**src/rtl/ccev_pkg.sv**
```systemverilog
// Shared widths, event codes and record types of the controller change event generator.
package ccev_pkg;

    localparam int MASK_W     = 17;
    localparam int TRIG_W     = 8;
    localparam int ID_W       = 8;
    localparam int TID_W      = 7;
    localparam int POS_W      = 16;
    localparam int SLOT_MAX   = 2;
    localparam int SLOT_IDX_W = $clog2(SLOT_MAX);
    localparam int KIND_W     = 2;
    localparam int BIDX_W     = 5;

    // Event slots of one record: buttons, then L2, then R2, then touch slots.
    localparam int EVT_SLOTS = MASK_W + 2 + SLOT_MAX;
    localparam int EVT_IDX_W = $clog2(EVT_SLOTS);
    localparam int LT_POS    = MASK_W;
    localparam int RT_POS    = MASK_W + 1;
    localparam int TCH_POS   = MASK_W + 2;

    localparam logic [KIND_W-1:0] KIND_BUTTON = 2'd0;
    localparam logic [KIND_W-1:0] KIND_LTRIG  = 2'd1;
    localparam logic [KIND_W-1:0] KIND_RTRIG  = 2'd2;
    localparam logic [KIND_W-1:0] KIND_TOUCH  = 2'd3;

    localparam logic [TRIG_W-1:0] LEVEL_PRESSED  = 8'hFF;
    localparam logic [TRIG_W-1:0] LEVEL_RELEASED = 8'h00;

    localparam int QDEPTH = 2;
    localparam int QPTR_W = $clog2(QDEPTH);
    localparam int QCNT_W = $clog2(QDEPTH + 1);

    // One classified snapshot, as handed from the front part to the back part.
    typedef struct packed {
        logic [MASK_W-1:0]                  btn_chg;
        logic [MASK_W-1:0]                  btn_now;
        logic                               lt_chg;
        logic                               rt_chg;
        logic [TRIG_W-1:0]                  lt;
        logic [TRIG_W-1:0]                  rt;
        logic [SLOT_MAX-1:0]                tch_vld;
        logic [SLOT_MAX-1:0]                tch_down;
        logic [SLOT_MAX-1:0][TID_W-1:0]     tch_id;
        logic [SLOT_MAX-1:0][POS_W-1:0]     tch_x;
        logic [SLOT_MAX-1:0][POS_W-1:0]     tch_y;
    } t_chg_rec;

    typedef struct packed {
        logic full;
        logic empty;
    } t_q_stat;

    typedef struct packed {
        logic busy;
    } t_back_stat;

    typedef struct packed {
        logic [KIND_W-1:0] kind;
        logic [BIDX_W-1:0] bidx;
        logic [TRIG_W-1:0] level;
        logic              down;
        logic [TID_W-1:0]  tid;
        logic [POS_W-1:0]  x;
        logic [POS_W-1:0]  y;
        logic              last;
    } t_event;

endpackage

```
**src/rtl/ccev_if.sv**
```systemverilog
// Handshake interfaces for the snapshot request channel and the event request channel.
interface ccev_snap_if
    import ccev_pkg::*;
();
    logic                     valid;
    logic                     ready;
    logic [MASK_W-1:0]        button_mask;
    logic [TRIG_W-1:0]        left_trigger;
    logic [TRIG_W-1:0]        right_trigger;
    logic signed [ID_W-1:0]   touch0_id;
    logic [POS_W-1:0]         touch0_x;
    logic [POS_W-1:0]         touch0_y;
    logic signed [ID_W-1:0]   touch1_id;
    logic [POS_W-1:0]         touch1_x;
    logic [POS_W-1:0]         touch1_y;

    modport source (
        output valid, button_mask, left_trigger, right_trigger,
               touch0_id, touch0_x, touch0_y, touch1_id, touch1_x, touch1_y,
        input  ready
    );
    modport sink (
        input  valid, button_mask, left_trigger, right_trigger,
               touch0_id, touch0_x, touch0_y, touch1_id, touch1_x, touch1_y,
        output ready
    );
endinterface

interface ccev_evt_if
    import ccev_pkg::*;
();
    logic              valid;
    logic              ready;
    logic [KIND_W-1:0] event_kind;
    logic [BIDX_W-1:0] button_index;
    logic [TRIG_W-1:0] level;
    logic              touch_down;
    logic [TID_W-1:0]  touch_id;
    logic [POS_W-1:0]  touch_x;
    logic [POS_W-1:0]  touch_y;
    logic              last;

    modport source (
        output valid, event_kind, button_index, level, touch_down,
               touch_id, touch_x, touch_y, last,
        input  ready
    );
    modport sink (
        input  valid, event_kind, button_index, level, touch_down,
               touch_id, touch_x, touch_y, last,
        output ready
    );
endinterface

```
**src/rtl/controller_change_event_generator_unit.sv**
```systemverilog
// Top level of the controller change event generator: front part, record queue, back part.
//
// The block takes one controller snapshot per request on i_snap (button mask, L2 and R2
// levels, two touch slots) and compares it with the snapshot accepted before it. Each
// difference leaves as one event request on o_evt: changed buttons in index order, then
// L2, then R2, then one touch event per slot. The final event of a snapshot has last set;
// a snapshot that changes nothing gives no event at all.
// The front part classifies a snapshot in the cycle it is accepted and writes a change
// record into a two-entry queue. The back part sends one event per cycle from the record
// it holds while the receiver keeps taking them, so a snapshot with n changes (1 to 21)
// gives n events. The first event of a snapshot passes the queue, the pending register of
// the back part and the output register before it shows on o_evt. i_snap.ready is high
// whenever the queue has room, so snapshots are taken every cycle as long as the back part
// keeps up; the queue depth and the event count set the throughput. The event is held in
// an output register: while the receiver stalls it stays on o_evt, the back part waits, then
// the queue fills and i_snap.ready drops. After reset the stored snapshot is all released,
// both triggers zero and both touch slots empty; the queue and output register are empty.
module controller_change_event_generator_unit
    import ccev_pkg::*;
#(
    parameter int BUTTON_COUNT = 17,
    parameter int TOUCH_SLOTS  = 2
) (
    input  logic       i_clk,
    input  logic       i_rst_n,
    ccev_snap_if.sink  i_snap,
    ccev_evt_if.source o_evt
);

    logic       push;
    logic       pop;
    t_chg_rec   rec_in;
    t_chg_rec   rec_head;
    t_q_stat    q_stat;
    t_back_stat back_stat;

    // Snapshot comparison and the stored previous snapshot.
    ccev_front #(
        .BUTTON_COUNT (BUTTON_COUNT),
        .TOUCH_SLOTS  (TOUCH_SLOTS)
    ) u_front (
        .i_clk    (i_clk),
        .i_rst_n  (i_rst_n),
        .i_snap   (i_snap),
        .i_q_stat (q_stat),
        .o_push   (push),
        .o_rec    (rec_in)
    );

    // Decouples snapshot acceptance from event delivery.
    ccev_queue u_queue (
        .i_clk   (i_clk),
        .i_rst_n (i_rst_n),
        .i_push  (push),
        .i_rec   (rec_in),
        .i_pop   (pop),
        .o_head  (rec_head),
        .o_stat  (q_stat)
    );

    // Event sequencer with its output register.
    ccev_back u_back (
        .i_clk    (i_clk),
        .i_rst_n  (i_rst_n),
        .i_head   (rec_head),
        .i_q_stat (q_stat),
        .o_pop    (pop),
        .o_evt    (o_evt),
        .o_stat   (back_stat)
    );

    // A record is never written into a full queue.
    a_push_room: assert property (@(posedge i_clk) disable iff (!i_rst_n)
        push |-> !q_stat.full)
        else $error("change record written into a full queue");

    // The output register is empty right after reset.
    a_reset_idle: assert property (@(posedge i_clk)
        !i_rst_n |=> !o_evt.valid)
        else $error("event request pending after reset");

    // An event without last means more changes of the same snapshot are still pending.
    a_more_pending: assert property (@(posedge i_clk) disable iff (!i_rst_n)
        (o_evt.valid && o_evt.ready && !o_evt.last) |-> back_stat.busy)
        else $error("non-final event with no pending change behind it");

    // Button events carry only the pressed or released level.
    a_button_level: assert property (@(posedge i_clk) disable iff (!i_rst_n)
        (o_evt.valid && (o_evt.event_kind == KIND_BUTTON))
        |-> ((o_evt.level == LEVEL_PRESSED) || (o_evt.level == LEVEL_RELEASED)))
        else $error("button event with an invalid level");

endmodule

```
**src/rtl/ccev_front.sv**
```systemverilog
// Front part: accepts snapshots, compares them with the stored one and builds change records.
module ccev_front
    import ccev_pkg::*;
#(
    parameter int BUTTON_COUNT = 17,
    parameter int TOUCH_SLOTS  = 2
) (
    input  logic       i_clk,
    input  logic       i_rst_n,
    ccev_snap_if.sink  i_snap,
    input  t_q_stat    i_q_stat,
    output logic       o_push,
    output t_chg_rec   o_rec
);

    logic [MASK_W-1:0] r_prev_mask;
    logic [TRIG_W-1:0] r_prev_lt;
    logic [TRIG_W-1:0] r_prev_rt;
    logic [ID_W-1:0]   r_prev_id [SLOT_MAX];
    logic [POS_W-1:0]  r_prev_x  [SLOT_MAX];
    logic [POS_W-1:0]  r_prev_y  [SLOT_MAX];

    logic [ID_W-1:0]   snap_id [SLOT_MAX];
    logic [POS_W-1:0]  snap_x  [SLOT_MAX];
    logic [POS_W-1:0]  snap_y  [SLOT_MAX];
    logic [MASK_W-1:0] btn_use;
    logic              accept;
    logic              any_chg;

    assign i_snap.ready = !i_q_stat.full;
    assign accept       = i_snap.valid && i_snap.ready;

    always_comb begin
        logic id_chg;
        logic rel;
        logic press;
        snap_id[0] = i_snap.touch0_id;
        snap_x[0]  = i_snap.touch0_x;
        snap_y[0]  = i_snap.touch0_y;
        snap_id[1] = i_snap.touch1_id;
        snap_x[1]  = i_snap.touch1_x;
        snap_y[1]  = i_snap.touch1_y;

        for (int b = 0; b < MASK_W; b++) begin
            btn_use[b] = (b < BUTTON_COUNT);
        end

        o_rec         = '0;
        o_rec.btn_chg = (r_prev_mask ^ i_snap.button_mask) & btn_use;
        o_rec.btn_now = i_snap.button_mask;
        o_rec.lt_chg  = (r_prev_lt != i_snap.left_trigger);
        o_rec.rt_chg  = (r_prev_rt != i_snap.right_trigger);
        o_rec.lt      = i_snap.left_trigger;
        o_rec.rt      = i_snap.right_trigger;

        for (int s = 0; s < SLOT_MAX; s++) begin
            // A release of a valid old finger takes precedence over a new press.
            id_chg = (r_prev_id[s] != snap_id[s]);
            rel    = id_chg && !r_prev_id[s][ID_W-1];
            press  = !rel && !snap_id[s][ID_W-1]
                     && (id_chg || (r_prev_x[s] != snap_x[s]) || (r_prev_y[s] != snap_y[s]));
            if (s < TOUCH_SLOTS) begin
                o_rec.tch_vld[s]  = rel || press;
                o_rec.tch_down[s] = press;
                o_rec.tch_id[s]   = rel ? r_prev_id[s][TID_W-1:0] : snap_id[s][TID_W-1:0];
                o_rec.tch_x[s]    = rel ? r_prev_x[s] : snap_x[s];
                o_rec.tch_y[s]    = rel ? r_prev_y[s] : snap_y[s];
            end
        end

        any_chg = (|o_rec.btn_chg) || o_rec.lt_chg || o_rec.rt_chg || (|o_rec.tch_vld);
        o_push  = accept && any_chg;
    end

    always_ff @(posedge i_clk) begin
        if (!i_rst_n) begin
            r_prev_mask <= '0;
            r_prev_lt   <= '0;
            r_prev_rt   <= '0;
            for (int s = 0; s < SLOT_MAX; s++) begin
                r_prev_id[s] <= '1;
                r_prev_x[s]  <= '0;
                r_prev_y[s]  <= '0;
            end
        end else if (accept) begin
            r_prev_mask <= i_snap.button_mask;
            r_prev_lt   <= i_snap.left_trigger;
            r_prev_rt   <= i_snap.right_trigger;
            for (int s = 0; s < SLOT_MAX; s++) begin
                r_prev_id[s] <= snap_id[s];
                r_prev_x[s]  <= snap_x[s];
                r_prev_y[s]  <= snap_y[s];
            end
        end
    end

endmodule

```
**src/rtl/ccev_queue.sv**
```systemverilog
// Short queue of change records between the front part and the back part.
module ccev_queue
    import ccev_pkg::*;
(
    input  logic     i_clk,
    input  logic     i_rst_n,
    input  logic     i_push,
    input  t_chg_rec i_rec,
    input  logic     i_pop,
    output t_chg_rec o_head,
    output t_q_stat  o_stat
);

    t_chg_rec          r_mem [QDEPTH];
    logic [QPTR_W-1:0] r_wr_ptr;
    logic [QPTR_W-1:0] r_rd_ptr;
    logic [QCNT_W-1:0] r_cnt;

    assign o_head       = r_mem[r_rd_ptr];
    assign o_stat.full  = (r_cnt == QCNT_W'(QDEPTH));
    assign o_stat.empty = (r_cnt == '0);

    always_ff @(posedge i_clk) begin
        if (i_push) begin
            r_mem[r_wr_ptr] <= i_rec;
        end
    end

    always_ff @(posedge i_clk) begin
        if (!i_rst_n) begin
            r_wr_ptr <= '0;
            r_rd_ptr <= '0;
            r_cnt    <= '0;
        end else begin
            if (i_push) begin
                r_wr_ptr <= (r_wr_ptr == QPTR_W'(QDEPTH - 1)) ? '0 : r_wr_ptr + 1'b1;
            end
            if (i_pop) begin
                r_rd_ptr <= (r_rd_ptr == QPTR_W'(QDEPTH - 1)) ? '0 : r_rd_ptr + 1'b1;
            end
            case ({i_push, i_pop})
                2'b10:   r_cnt <= r_cnt + 1'b1;
                2'b01:   r_cnt <= r_cnt - 1'b1;
                default: r_cnt <= r_cnt;
            endcase
        end
    end

endmodule

```
**src/rtl/ccev_back.sv**
```systemverilog
// Back part: walks the pending changes of one record, one event per cycle unless o_evt stalls.
module ccev_back
    import ccev_pkg::*;
(
    input  logic        i_clk,
    input  logic        i_rst_n,
    input  t_chg_rec    i_head,
    input  t_q_stat     i_q_stat,
    output logic        o_pop,
    ccev_evt_if.source  o_evt,
    output t_back_stat  o_stat
);

    t_chg_rec             r_cur;
    logic [EVT_SLOTS-1:0] r_pend;
    logic                 r_out_vld;
    t_event               r_evt;

    logic                  out_free;
    logic                  emit;
    logic [EVT_IDX_W-1:0]  sel_idx;
    logic [EVT_SLOTS-1:0]  sel_1h;
    logic [EVT_SLOTS-1:0]  pend_after;
    logic [EVT_SLOTS-1:0]  n_pend;
    logic [SLOT_IDX_W-1:0] slot;
    t_event                n_evt;

    always_comb begin
        // Lowest pending change goes first.
        sel_idx = '0;
        for (int k = EVT_SLOTS - 1; k >= 0; k--) begin
            if (r_pend[k]) begin
                sel_idx = EVT_IDX_W'(k);
            end
        end
        sel_1h     = EVT_SLOTS'(1) << sel_idx;
        out_free   = !r_out_vld || o_evt.ready;
        emit       = out_free && (|r_pend);
        pend_after = emit ? (r_pend & ~sel_1h) : r_pend;
        o_pop      = (pend_after == '0) && !i_q_stat.empty;
        n_pend     = o_pop ? {i_head.tch_vld, i_head.rt_chg, i_head.lt_chg, i_head.btn_chg}
                           : pend_after;

        slot  = SLOT_IDX_W'(sel_idx - EVT_IDX_W'(TCH_POS));
        n_evt = '0;
        if (sel_idx < EVT_IDX_W'(LT_POS)) begin
            n_evt.kind  = KIND_BUTTON;
            n_evt.bidx  = BIDX_W'(sel_idx);
            n_evt.level = r_cur.btn_now[sel_idx] ? LEVEL_PRESSED : LEVEL_RELEASED;
        end else if (sel_idx == EVT_IDX_W'(LT_POS)) begin
            n_evt.kind  = KIND_LTRIG;
            n_evt.level = r_cur.lt;
        end else if (sel_idx == EVT_IDX_W'(RT_POS)) begin
            n_evt.kind  = KIND_RTRIG;
            n_evt.level = r_cur.rt;
        end else begin
            n_evt.kind = KIND_TOUCH;
            n_evt.down = r_cur.tch_down[slot];
            n_evt.tid  = r_cur.tch_id[slot];
            n_evt.x    = r_cur.tch_x[slot];
            n_evt.y    = r_cur.tch_y[slot];
        end
        n_evt.last = (pend_after == '0);
    end

    always_ff @(posedge i_clk) begin
        if (o_pop) begin
            r_cur <= i_head;
        end
        if (emit) begin
            r_evt <= n_evt;
        end
    end

    always_ff @(posedge i_clk) begin
        if (!i_rst_n) begin
            r_pend    <= '0;
            r_out_vld <= 1'b0;
        end else begin
            r_pend <= n_pend;
            if (emit) begin
                r_out_vld <= 1'b1;
            end else if (o_evt.ready) begin
                r_out_vld <= 1'b0;
            end
        end
    end

    assign o_stat.busy        = |r_pend;
    assign o_evt.valid        = r_out_vld;
    assign o_evt.event_kind   = r_evt.kind;
    assign o_evt.button_index = r_evt.bidx;
    assign o_evt.level        = r_evt.level;
    assign o_evt.touch_down   = r_evt.down;
    assign o_evt.touch_id     = r_evt.tid;
    assign o_evt.touch_x      = r_evt.x;
    assign o_evt.touch_y      = r_evt.y;
    assign o_evt.last         = r_evt.last;

endmodule
```
**src/flat_wrapper.sv**
```systemverilog
// flat-port wrapper written by rule: the top's interface ports become plain ports
module controller_change_event_generator_unit_flat import ccev_pkg::*;
#(
    parameter int BUTTON_COUNT = 17,
    parameter int TOUCH_SLOTS  = 2
)
  (i_clk, i_rst_n, i_snap_valid, i_snap_button_mask, i_snap_left_trigger, i_snap_right_trigger, i_snap_touch0_id, i_snap_touch0_x, i_snap_touch0_y, i_snap_touch1_id, i_snap_touch1_x, i_snap_touch1_y, i_snap_ready, o_evt_valid, o_evt_event_kind, o_evt_button_index, o_evt_level, o_evt_touch_down, o_evt_touch_id, o_evt_touch_x, o_evt_touch_y, o_evt_last, o_evt_ready);
  ccev_snap_if i_snap_i ();
  ccev_evt_if o_evt_i ();
  input  logic i_clk;
  input  logic i_rst_n;
  input wire logic [$bits(i_snap_i.valid)-1:0] i_snap_valid;
  input wire logic [$bits(i_snap_i.button_mask)-1:0] i_snap_button_mask;
  input wire logic [$bits(i_snap_i.left_trigger)-1:0] i_snap_left_trigger;
  input wire logic [$bits(i_snap_i.right_trigger)-1:0] i_snap_right_trigger;
  input wire logic [$bits(i_snap_i.touch0_id)-1:0] i_snap_touch0_id;
  input wire logic [$bits(i_snap_i.touch0_x)-1:0] i_snap_touch0_x;
  input wire logic [$bits(i_snap_i.touch0_y)-1:0] i_snap_touch0_y;
  input wire logic [$bits(i_snap_i.touch1_id)-1:0] i_snap_touch1_id;
  input wire logic [$bits(i_snap_i.touch1_x)-1:0] i_snap_touch1_x;
  input wire logic [$bits(i_snap_i.touch1_y)-1:0] i_snap_touch1_y;
  output wire logic [$bits(i_snap_i.ready)-1:0] i_snap_ready;
  output wire logic [$bits(o_evt_i.valid)-1:0] o_evt_valid;
  output wire logic [$bits(o_evt_i.event_kind)-1:0] o_evt_event_kind;
  output wire logic [$bits(o_evt_i.button_index)-1:0] o_evt_button_index;
  output wire logic [$bits(o_evt_i.level)-1:0] o_evt_level;
  output wire logic [$bits(o_evt_i.touch_down)-1:0] o_evt_touch_down;
  output wire logic [$bits(o_evt_i.touch_id)-1:0] o_evt_touch_id;
  output wire logic [$bits(o_evt_i.touch_x)-1:0] o_evt_touch_x;
  output wire logic [$bits(o_evt_i.touch_y)-1:0] o_evt_touch_y;
  output wire logic [$bits(o_evt_i.last)-1:0] o_evt_last;
  input wire logic [$bits(o_evt_i.ready)-1:0] o_evt_ready;
  assign i_snap_i.valid = i_snap_valid;
  assign i_snap_i.button_mask = i_snap_button_mask;
  assign i_snap_i.left_trigger = i_snap_left_trigger;
  assign i_snap_i.right_trigger = i_snap_right_trigger;
  assign i_snap_i.touch0_id = i_snap_touch0_id;
  assign i_snap_i.touch0_x = i_snap_touch0_x;
  assign i_snap_i.touch0_y = i_snap_touch0_y;
  assign i_snap_i.touch1_id = i_snap_touch1_id;
  assign i_snap_i.touch1_x = i_snap_touch1_x;
  assign i_snap_i.touch1_y = i_snap_touch1_y;
  assign i_snap_ready = i_snap_i.ready;
  assign o_evt_valid = o_evt_i.valid;
  assign o_evt_event_kind = o_evt_i.event_kind;
  assign o_evt_button_index = o_evt_i.button_index;
  assign o_evt_level = o_evt_i.level;
  assign o_evt_touch_down = o_evt_i.touch_down;
  assign o_evt_touch_id = o_evt_i.touch_id;
  assign o_evt_touch_x = o_evt_i.touch_x;
  assign o_evt_touch_y = o_evt_i.touch_y;
  assign o_evt_last = o_evt_i.last;
  assign o_evt_i.ready = o_evt_ready;
  controller_change_event_generator_unit #(.BUTTON_COUNT(BUTTON_COUNT), .TOUCH_SLOTS(TOUCH_SLOTS)) u_core (.i_clk(i_clk), .i_rst_n(i_rst_n), .i_snap(i_snap_i), .o_evt(o_evt_i));
endmodule
```
**config.mk**
```make
export PLATFORM = sky130hd
export DESIGN_NAME = controller_change_event_generator_unit_flat
export DESIGN_NICKNAME = d
export VERILOG_FILES = /design/src/rtl/ccev_pkg.sv /design/src/rtl/ccev_if.sv /design/src/rtl/controller_change_event_generator_unit.sv /design/src/rtl/ccev_front.sv /design/src/rtl/ccev_queue.sv /design/src/rtl/ccev_back.sv /design/src/flat_wrapper.sv
export SDC_FILE = /design/constraint.sdc
export NUM_CORES = 1
export LEC_CHECK = 0
export BUFFER_PORTS_ARGS = -buffer_cell sky130_fd_sc_hd__buf_2
export CAP_MARGIN = 10
export CORE_UTILIZATION = 53
export DETAILED_ROUTE_END_ITERATION = 6
export GPL_ROUTABILITY_DRIVEN = 1
export HOLD_SLACK_MARGIN = 0.12
export PLACE_DENSITY = 0.84
export SETUP_SLACK_MARGIN = 0.02
export SLEW_MARGIN = 0
export SYNTH_ARGS = -nofsm -noshare
export SYNTH_HDL_FRONTEND = slang
export SYNTH_SLANG_ARGS = --single-unit
```
**constraint.sdc**
```tcl
create_clock -name i_clk -period 22.1 [get_ports i_clk]
set_input_delay 4.42 -clock i_clk [delete_from_list [all_inputs] [get_ports i_clk]]
set_output_delay 4.42 -clock i_clk [all_outputs]
set_load 0.01 [all_outputs]
```
==> metrics.yaml, run 1 <==
status:
  status: "finished, final reports clean"
worst_setup_path:
  reg2reg_from: "u_core.u_back.r_pend[6]"
  worst_r2r_path_depth: 9
  crit_required_ns: 22.32
  endpoint_kind: "flip-flop"
  worst_setup_path_start_kind: "input port"
  r2r-end: "u_core.u_back.r_cur[72]"
  crit_fanout: 80
  arrival_ns: 8.64
  path_class: "in2reg"
  r2r_setup_slack_ns: 16.57
detailed_routing:
  drt_wl_total_mm: 54.66
  post_drt_wl_per_cell_um: 23.05
  vias: 14030
  dr.pass1.iters: 6
  antenna_left: 0
  viasPerCell: 5.917
  drt_iter0_drc: 1479
  drc: 0
layout:
  drive_gt1_frac: 0.2837
  final_cell_mix: "edfxtp_1 (517), mux2_2 (201), nand2_1 (176)"
  syn2layout_area_growth_pct: 14.24
  fin_cells: 2371
  fin_nets: 1852
  final_common_cell: "edfxtp_1"
  fin_util: 0.6195
cts:
  cts-hold-fix-buffers: 0
  clock_sinks: 577
  root_buffer: "clkbuf_16"
  post-cts-setup-buffers: 0
  cts.repair.resized: 0
  cts_tree: "built"
  cts_buffers: 55
  cts_max_path_buffers: 3
  path_clk_slew_ns: 0.06
  cts_max_level: 2
  insertion_delay_ns: 0.61
power_and_ir_drop:
  peakVddDrop_mv: 0.1621
  seq_power_share: 0.419
  p_switching_mw: 1.674
  p_leak_nw: 9.598
  clock_power_share: 0.218
  finalPower_mw: 4.370
  swShare: 0.3831
  comb_power_share: 0.363
  powerDensity_nw_per_um2: 162.3
  intPower_mw: 2.696
sta:
  slew_headroom: 0.1869
  fin_crit_sh: 0.3813
  hold_viol_final: 0
  hold_ws_ns: 0.4688
  clock.fmax_mhz: 118.7
  finClkSkew_ns: 0.02018
  tightest_slew_ns: 1.220
  setup_tns_ns: 0
  maxSlewViolCount: 0
  rsz0062_at_grt: "false"
  setup_viol: 0
  period_needed_ns: 8.427
logic_synthesis:
  syn_nets: 1681
  netlist-cell-type-count: 54
  synth_area_per_cell_sq_um: 15.08
  synth_edf_count: 517
  syn_area_sq_um: 23570
  ys_ff_latch: 577
  synth_flop_cell: "edfxtp_1"
  ys_seq_area_frac: 0.7097
  async_flop_share: 0
  synth_cells: 1563
  yosys_warnings: 0
min_path:
  min_path_cells: 2
  hold_end: "u_core.u_front.r_prev_mask[11]"
  min_from: "u_core.u_front.r_prev_mask[11]"
  hp-class: "reg2reg"
grt:
  grt_pass1_vias: 13870
  grt_max_degree: 98
  grt_pass1_wl_mm: 81.74
  antenna_found_initial: 12
  overflow: 0
  track_usage: 0.2423
floorplan:
  core_sq_um: 43460
  row_count: 76
  io_pins: 175
  die_y_um: 212.9
  start_util: 0.5423
  fp.dieW_um: 212.9
  die_area_sq_um: 45310
placement:
  placedCellCount: 2262
  gp_congestion: 0.8663
  dp.final_hpwl_mm: 34.19
  port_buffers: 174
flow_run:
  drv_cap: 0
[Yosys cell counts (5+ instances only)]
| master | number | area, sq um |
|---|---|---|
| mux2i_1 | 17 | 170.2 |
| inv_1 | 15 | 56.30 |
| a31oi_1 | 8 | 50.05 |
| clkbuf_1 | 71 | 266.5 |
| o31ai_2 | 10 | 125.1 |
| and3_1 | 65 | 406.6 |
| a22oi_1 | 10 | 75.07 |
| or3_1 | 18 | 112.6 |
| o31a_1 | 7 | 61.31 |
| nor2_1 | 38 | 142.6 |
| or4_1 | 5 | 37.54 |
| nand3_1 | 19 | 95.09 |
| edfxtp_1 | 517 | 15520 |
| xnor2_1 | 82 | 718.2 |
| dfxtp_1 | 60 | 1201 |
| a21oi_1 | 83 | 415.4 |
| o21ai_0 | 8 | 40.04 |
| xor2_1 | 34 | 297.8 |
| o211ai_1 | 13 | 97.59 |
| nand2b_1 | 5 | 31.28 |
| nor4_1 | 20 | 125.1 |
| nand2_1 | 177 | 664.4 |
| nand4_1 | 20 | 125.1 |
| o32ai_1 | 6 | 52.55 |
| mux2_2 | 201 | 2263 |
[power groups by stage]
stage | clock, mW | sequential (mW) | combinational, mW
global placement | 0 | 1.83 | 1.53
floorplan | 0 | 1.86 | 0.990
global route | 1.00 | 1.86 | 1.72
CTS | 0.964 | 1.83 | 1.58
finish | 0.954 | 1.83 | 1.59
detailed placement | 0 | 1.85 | 1.57
[cell type report]
class	count	area [sq um]
inverters	16	60.06
multi-input cells	894	6545
repair buffers	190	991.0
flip-flops and latches	577	16730
well taps	585	732.0
fillers	3064	16530
clock buffers	77	1572
diodes	6	15.01
clock inverters	26	279.0
[logic make-up after synthesis]
kind of cell | after synthesis | share of synthesized area
DFF | 577 | 0.7097
and+or+nand+nor | 384 | 0.07921
xor gates and xnor gates | 116 | 0.04311
AOI/OAI and AO/OA | 174 | 0.04863
buffers and inverters | 92 | 0.01508
adders and majority gates | 2 | 0.0009556
muxes | 218 | 0.1033
[how the worst max path moves through the flow]
stage           startpoint                 endpoint  slack, ns  cells after the start
2_1_floorplan  o_evt_ready  u_core.u_queue.r_cnt[1]       9.58                     11
3_5_place_dp   o_evt_ready  u_core.u_back.r_cur[55]      13.14                     10
6_report       o_evt_ready  u_core.u_back.r_cur[72]      13.67                     10
4_1_cts        o_evt_ready  u_core.u_back.r_cur[29]      13.75                     10
3_3_place_gp   o_evt_ready  u_core.u_back.r_cur[55]      13.31                     10
5_1_grt        o_evt_ready  u_core.u_back.r_cur[24]      13.37                     10
[metal layers]
layer	vias to the layer above	share of wire	global-route usage
met5	-	0.0012	0
met4	12	0.028	0.08807
met3	99	0.077	0.04662
met2	617	0.47	0.3822
met1	7035	0.42	0.3359
li1	6266	-	-
[stage by stage]
| step | worst slack (ns) | area [sq um] |
|---|---|---|
| 3_5_place_dp | 13.14 | 25060 |
| 2_1_floorplan | 9.583 | 23570 |
| 4_1_cts | 13.75 | 26910 |
| 5_1_grt | 13.37 | 26920 |
| 3_3_place_gp | 13.31 | 25060 |
| 6_report | 13.67 | 26920 |
[registers in the layout, summed over array words and instances, names as in the netlist, named ones only]
signal / flops
u_core.u_back.o_evt.button_index: 5
u_core.u_front.r_prev_x: 32
u_core.u_back.o_evt.valid: 1
u_core.u_back.o_evt.touch_x: 16
u_core.u_back.o_evt.touch_down: 1
u_core.u_queue.r_mem: 268
u_core.u_queue.r_wr_ptr: 1
u_core.u_front.r_prev_id: 16
u_core.u_back.o_evt.touch_id: 7
u_core.u_front.r_prev_y: 32
u_core.u_front.r_prev_mask: 17
u_core.u_queue.r_cnt: 2
u_core.u_back.o_evt.event_kind: 2
u_core.u_back.o_evt.last: 1
u_core.u_front.r_prev_lt: 8
u_core.u_back.o_evt.touch_y: 16
u_core.u_back.o_evt.level: 8
u_core.u_back.r_cur: 113
u_core.u_queue.r_rd_ptr: 1
u_core.u_back.r_pend: 21
u_core.u_front.r_prev_rt: 8
[critical path, stage by stage]
cell and delay [ns]:
buf_2 0.10, nor2b_1 0.09, nor3_2 0.49, nand2_1 0.28, a2111oi_0 0.62, o22ai_1 0.18, nor3_2 0.28, and4_1 0.27
nor2b_4 0.85, buf_4 0.99
(Power assumes the default switching activity.)
==> run 2, diff against run 1 <==
Clock period 22.1 ns to 8.7 ns, I/O delays scaled along.
==> run 2 against run 1 <==
  * Via count fell by 0.59%
  * Clock power rose by 150%
  * Flip-flop and latch count did not move
  * Routed wire length rose by 0.23%
  * Hold slack got worse by 0.0041 ns
  * Non-clock buffer count rose by 3
  * Largest cell class unchanged
  * Largest power group unchanged
==> metrics.yaml, run 2 (synthesis results as in run 1) <==
placement:
  dp.final_hpwl_mm: 34.36  # was 34.19 mm
  port_buffers: 174  # unchanged
  gp_congestion: 0.8389  # was 0.8663
layout:
  nFillCells: 3098  # was 3064
  top_regs: "u_core.u_queue.r_mem x268, u_core.u_back.r_cur x113"  # unchanged
  final_cell_mix: "edfxtp_1 (517), mux2_2 (201), nand2_1 (176)"  # unchanged
  drive_gt1_frac: 0.2831  # was 0.2837
  syn2layout_area_growth_pct: 14.04  # was 14.24%
  largest_register: "u_core.u_queue.r_mem"  # unchanged
  fin_nets: 1855  # was 1852
  largest_register_ffs: 268  # unchanged
  fin_util: 0.6185  # was 0.6195
  final_common_cell: "edfxtp_1"  # unchanged
min_path:
  hp-class: "reg2reg"  # unchanged
worst_setup_path:
  crit_required_ns: 8.92  # was 22.32 ns
  endpoint_kind: "flip-flop"  # unchanged
  arrival_ns: 5.52  # was 8.64 ns
  path_class: "in2reg"  # unchanged
  critical_path.top_delay_family: "simple AND/OR/NAND/NOR gates"  # unchanged
  cp_num_buf_inv: 3  # was 2
  crit_fanout: 74  # was 80
  critPathSlowestCell: "buf_4"  # unchanged
  worst_setup_path_start_kind: "input port"  # unchanged
  critPathMaxStageDelay_ns: 0.86  # was 0.99 ns
  path_cells: "buf_2 -> nor2b_1 -> nor3_2 -> nand2_1 -> a2111oi_0 -> o22ai_1 -> nor3_2 -> and4_1 -> nor2b_4 -> buf_4 -> buf_4"  # was buf_2 -> nor2b_1 -> nor3_2 -> nand2_1 -> a2111oi_0 -> o22ai_1 -> nor3_2 -> and4_1 -> nor2b_4 -> buf_4
power_and_ir_drop:
  p_leak_nw: 9.569  # was 9.598 nW
  swShare: 0.3853  # was 0.3831
  p_switching_mw: 4.246  # was 1.674 mW
  peakVddDrop_mv: 0.4909  # was 0.1621 mV
  clock_power_share: 0.213  # was 0.218
  seq_power_share: 0.422  # was 0.419
  comb_power_share: 0.365  # was 0.363
  finalPower_mw: 11.02  # was 4.370 mW
  intPower_mw: 6.773  # was 2.696 mW
  powerDensity_nw_per_um2: 410.0  # was 162.3 nW/um^2
detailed_routing:
  drc: 0  # unchanged
  vias: 13950  # was 14030
  post_drt_wl_per_cell_um: 23.07  # was 23.05 um
  dr.pass1.iters: 7  # was 6
  drt_wl_total_mm: 54.79  # was 54.66 mm
  drt_iter0_drc: 1315  # was 1479
  viasPerCell: 5.872  # was 5.917
  antenna_left: 0  # unchanged
sta:
  tightest_slew_ns: 1.159  # was 1.220 ns
  period_needed_ns: 5.306
  hold_viol_final: 0  # unchanged
  setup_tns_ns: 0  # unchanged
  clock.fmax_mhz: 188.5
  fin_crit_sh: 0.6099
  slew_headroom: 0.2270  # was 0.1869
  maxSlewViolCount: 0  # unchanged
  rsz0062_at_grt: "false"  # unchanged
  setup_viol: 0  # unchanged
  finClkSkew_ns: 0.01956  # was 0.02018 ns
cts:
  cts.repair.resized: 0  # unchanged
  clock_sinks: 577  # unchanged
  insertion_delay_ns: 0.61  # about the same
  cts_tree: "built"  # unchanged
  cts_max_level: 2  # unchanged
  cts-hold-fix-buffers: 0  # unchanged
  post-cts-setup-buffers: 0  # unchanged
  cts_buffers: 55  # unchanged
  root_buffer: "clkbuf_16"  # unchanged
  cts_max_path_buffers: 3  # unchanged
  path_clk_slew_ns: 0.06  # about the same
floorplan:
  io_pins: 175  # unchanged
  row_count: 76  # unchanged
  core_sq_um: 43460  # unchanged
  fp.dieW_um: 212.9  # unchanged
  start_util: 0.5423  # unchanged
  die_y_um: 212.9  # unchanged
  die_area_sq_um: 45310  # unchanged
grt:
  antenna_found_initial: 18  # was 12
  overflow: 0  # unchanged
  track_usage: 0.2411  # was 0.2423
  grt_pass1_vias: 13830  # was 13870
  grt_pass1_wl_mm: 80.87  # was 81.74 mm
  grt_max_degree: 98  # unchanged
status:
  status: "finished, final reports clean"  # unchanged
flow_run:
  drv_cap: 0  # unchanged
[run 2: cell types whose count changed in the layout (fill, tap and decap cells not counted), moves of 2 or more]
cell       before  now
buf_4          16   19
bufinv_16       5    3
clkbuf_1       13    7
clkinv_1        4    9
clkinv_2       12    7
diode_2         6   13
inv_6           1    3
[run 2: power groups by stage]
| stage | registers (mW) | clock network, mW | logic [mW] |
|---|---|---|---|
| after floorplan | 4.68 | 0 | 2.52 |
| after global placement | 4.65 | 0 | 3.87 |
| after detailed placement | 4.69 | 0 | 3.97 |
| after CTS | 4.64 | 2.37 | 4.00 |
| after global routing | 4.71 | 2.47 | 4.34 |
| final | 4.65 | 2.35 | 4.02 |
[run 2: layout make-up]
type,instances,area (sq um),share of cell area
Multi-Input combinational cell,894,6545,0.2435
Clock buffer,70,1535,0.05712
Clock inverter,27,227.7,0.008473
Tap cell,585,732.0,0.02723
Sequential cell,577,16730,0.6225
Antenna cell,13,32.53,0.001210
Timing Repair Buffer,193,1013,0.03771
Inverter,16,60.06,0.002235
[run 2: worst paths after layout]
| check | slack, ns | from | to | cells after the start |
|---|---|---|---|---|
| worst max-delay path | 3.39 | o_evt_ready | u_core.u_back.r_cur[7] | 11 |
| worst min-delay path | 0.46 | u_core.u_front.r_prev_lt[7] | u_core.u_front.r_prev_lt[7] | 2 |
| worst max register to register | 3.59 | u_core.u_back.r_pend[1] | u_core.u_back.r_cur[7] | 10 |
| worst min register to register | 0.46 | u_core.u_front.r_prev_lt[7] | u_core.u_front.r_prev_lt[7] | 2 |
[run 2: stage by stage]
step | setup WS [ns] | hold WS, ns | area, sq um | instances
final | 3.394 | 0.4647 | 26880 | 2375
after global routing | 3.150 | 0.4825 | 26860 | 2368
after CTS | 3.420 | 0.4683 | 26840 | 2362
after detailed placement | 2.808 | 0.4598 | 25080 | 2265
after global placement | 2.930 | 0.4530 | 25080 | 2265
after floorplan | 1.223 | 0.4481 | 23570 | 1563
[run 2: tightest hold or removal path, cell delays in order (launching register included)]
cell     delay (ns)
dfxtp_1        0.32
nand2_1        0.05
a21oi_1        0.05
[run 2: layer usage]
metal | vias up | global-route usage | share of wire
li1 | 6260 | - | -
met1 | 6976 | 0.3268 | 0.41
met2 | 586 | 0.3837 | 0.47
met3 | 114 | 0.05560 | 0.086
met4 | 10 | 0.08261 | 0.029
met5 | - | 0 | 0.0010
==> run 3, diff against run 2 <==
Settings changed: PLACE_DENSITY 0.84 to 0.86.
Clock period 8.7 ns to 4.37 ns, I/O delays scaled along.
==> run 3 against run 2 <==
  * Clock power is 100% higher
  * Combinational power is 100% higher
  * Largest cell class unchanged
  * Critical path depth stayed put
  * Critical path type is now reg2reg
  * Die area stayed put
  * Non-clock buffer count is 10 higher
==> metrics.yaml, run 3 (synthesis results as in run 1) <==
worst_setup_path:
  crit_required_ns: 4.89  # was 8.92 ns
  worst_setup_path_start_kind: "flip-flop"  # was input port
  worst_r2r_path_depth: 11  # was 10
  critPathSlowestCell: "or4_1"  # was buf_4
  path_class: "reg2reg"  # was in2reg
  arrival_ns: 4.47  # was 5.52 ns
  crit_fanout: 7  # was 74
  endpoint_kind: "flip-flop"  # unchanged
  cp.depth: 11  # unchanged
  critPathMaxStageDelay_ns: 0.69  # was 0.86 ns
  critical_path.top_delay_family: "simple AND/OR/NAND/NOR gates"  # unchanged
  path_cells: "or4_1 -> nor3_4 -> nand2_1 -> a2111oi_1 -> o21ai_0 -> nor3_2 -> and4_1 -> nor2b_4 -> ha_1 -> or3_1 -> a21oi_1"  # was buf_2 -> nor2b_1 -> nor3_2 -> nand2_1 -> a2111oi_0 -> o22ai_1 -> nor3_2 -> and4_1 -> nor2b_4 -> buf_4 -> buf_4
  cp_num_buf_inv: 0  # was 3
min_path:
  min_path_cells: 2  # unchanged
  hp-class: "reg2reg"  # unchanged
cts:
  cts.repair.resized: 0  # unchanged
  cts_max_level: 2  # unchanged
  cts_buffers: 55  # unchanged
  cts_max_path_buffers: 3  # unchanged
  insertion_delay_ns: 0.61  # about the same
  path_clk_slew_ns: 0.06  # about the same
  root_buffer: "clkbuf_16"  # unchanged
  post-cts-setup-buffers: 0  # unchanged
  cts_tree: "built"  # unchanged
  cts-hold-fix-buffers: 0  # unchanged
  clock_sinks: 577  # unchanged
grt:
  grt_pass1_wl_mm: 82.45  # was 80.87 mm
  grt_use_met1: 0.3376  # was 0.3268
  track_usage: 0.2430  # was 0.2411
  grt_max_degree: 89  # was 98
  overflow: 0  # unchanged
  grt_use_met2: 0.3881  # was 0.3837
  met3_usage: 0.03192  # was 0.05560
  grt_pass1_vias: 13980  # was 13830
  grt.busiest_layer: "met2"  # unchanged
  antenna_found_initial: 11  # was 18
detailed_routing:
  vias: 14150  # was 13950
  drt_iter0_drc: 1453  # was 1315
  post_drt_wl_per_cell_um: 23.21  # was 23.07 um
  antenna_left: 0  # unchanged
  drc: 0  # unchanged
  dr.pass1.iters: 7  # unchanged
  drt_wl_total_mm: 55.41  # was 54.79 mm
  viasPerCell: 5.929  # was 5.872
sta:
  finClkSkew_ns: 0.04331  # was 0.01956 ns
  fin_crit_sh: 0.9043
  rsz0062_at_grt: "false"  # unchanged
  setup_viol: 0  # unchanged
  tightest_slew_ns: 0.8858  # was 1.159 ns
  maxSlewViolCount: 0  # unchanged
  clock.fmax_mhz: 253.1
  slew_headroom: 0.4069  # was 0.2270
  period_needed_ns: 3.952
  setup_tns_ns: 0  # unchanged
  hold_ws_ns: 0.4676  # was 0.4647 ns
  hold_viol_final: 0  # unchanged
layout:
  final_cell_mix: "edfxtp_1 (517), mux2_2 (201), nand2_1 (176)"  # unchanged
  top_regs: "u_core.u_queue.r_mem x268, u_core.u_back.r_cur x113"  # unchanged
  fin_area_sq_um: 27090  # was 26880 sq um
  drive_gt1_frac: 0.2901  # was 0.2831
  nFillCells: 2974  # was 3098
  fin_nets: 1865  # was 1855
  largest_register: "u_core.u_queue.r_mem"  # unchanged
  syn2layout_area_growth_pct: 14.96  # was 14.04%
  final_common_cell: "edfxtp_1"  # unchanged
  largest_register_ffs: 268  # unchanged
floorplan:
  core_sq_um: 43460  # unchanged
  row_count: 76  # unchanged
  start_util: 0.5423  # unchanged
  die_y_um: 212.9  # unchanged
  fp.dieW_um: 212.9  # unchanged
  die_area_sq_um: 45310  # unchanged
  io_pins: 175  # unchanged
power_and_ir_drop:
  p_switching_mw: 8.501  # was 4.246 mW
  p_leak_nw: 9.656  # was 9.569 nW
  clock_power_share: 0.212  # was 0.213
  powerDensity_nw_per_um2: 820.0  # was 410.0 nW/um^2
  comb_power_share: 0.369  # was 0.365
  seq_power_share: 0.419  # was 0.422
  peakVddDrop_mv: 1.142  # was 0.4909 mV
  swShare: 0.3826  # was 0.3853
  intPower_mw: 13.72  # was 6.773 mW
placement:
  placed_area_sq_um: 25280  # was 25080 sq um
  gp_congestion: 0.8570  # was 0.8389
  port_buffers: 174  # unchanged
  dp.final_hpwl_mm: 35.25  # was 34.36 mm
flow_run:
  drv_cap: 0  # unchanged
status:
  status: "finished, final reports clean"  # unchanged
==> run 3: cell types whose count changed in the layout (fill, tap and decap cells not counted), sizes merged <==
cell,before,now
clkinv,18,20
clkinvlp,1,3
bufinv,3,4
buf,193,203
clkbuf,70,67
==> run 3: path summary, 6_finish.rpt <==
check,from,endpoint,slack [ns]
worst max-delay path,u_core.u_back.r_pend[7],u_core.u_queue.r_cnt[1],0.42
worst min-delay path,u_core.u_front.r_prev_lt[2],u_core.u_front.r_prev_lt[2],0.47
worst max register to register,u_core.u_back.r_pend[7],u_core.u_queue.r_cnt[1],0.42
worst min register to register,u_core.u_front.r_prev_lt[2],u_core.u_front.r_prev_lt[2],0.47
==> run 3: final cells by class <==
type                       instances  area (sq um)  share of cell area
clock inverter                    32         310.3             0.01145
clock buffer                      67          1471             0.05431
sequential                       577         16730              0.6176
timing repair buffer             203          1189             0.04387
multi-input combinational        894          6566              0.2424
inverter                          16         60.06            0.002217
tap                              585         732.0             0.02702
antenna                           13         32.53            0.001201
==> run 3: power groups by stage <==
stage	Sequential (mW)	Clock (mW)	Combinational, mW
floorplan	9.22	0	5.09
global placement	9.30	0	7.83
detailed placement	9.36	0	8.03
CTS	9.28	4.74	8.14
global route	9.41	4.94	8.80
finish	9.30	4.71	8.21
==> run 3: routing by layer <==
| metal | up-vias | routed length, um |
|---|---|---|
| met5 | - | 0 |
| met4 | 0 | 1926 |
| met3 | 110 | 3946 |
| met2 | 650 | 26780 |
| met1 | 7114 | 22760 |
| li1 | 6279 | - |
==> run 3: worst min-delay path: stages (launching register included) <==
cell	delay [ns]
dfxtp_1	0.31
nand2_1	0.05
a21oi_1	0.05
==> run 3: per-stage QoR <==
stage	cells	util	total power, mW	worst slack, ns
final	2387	0.6234	22.22	0.4183
after global routing	2383	0.6232	23.15	0.2279
after CTS	2374	0.6227	22.15	0.4743
after detailed placement	2275	0.5817	17.39	0.4886
after global placement	2275	0.5817	17.13	0.5462
after floorplan	1563	-	14.31	-0.8263
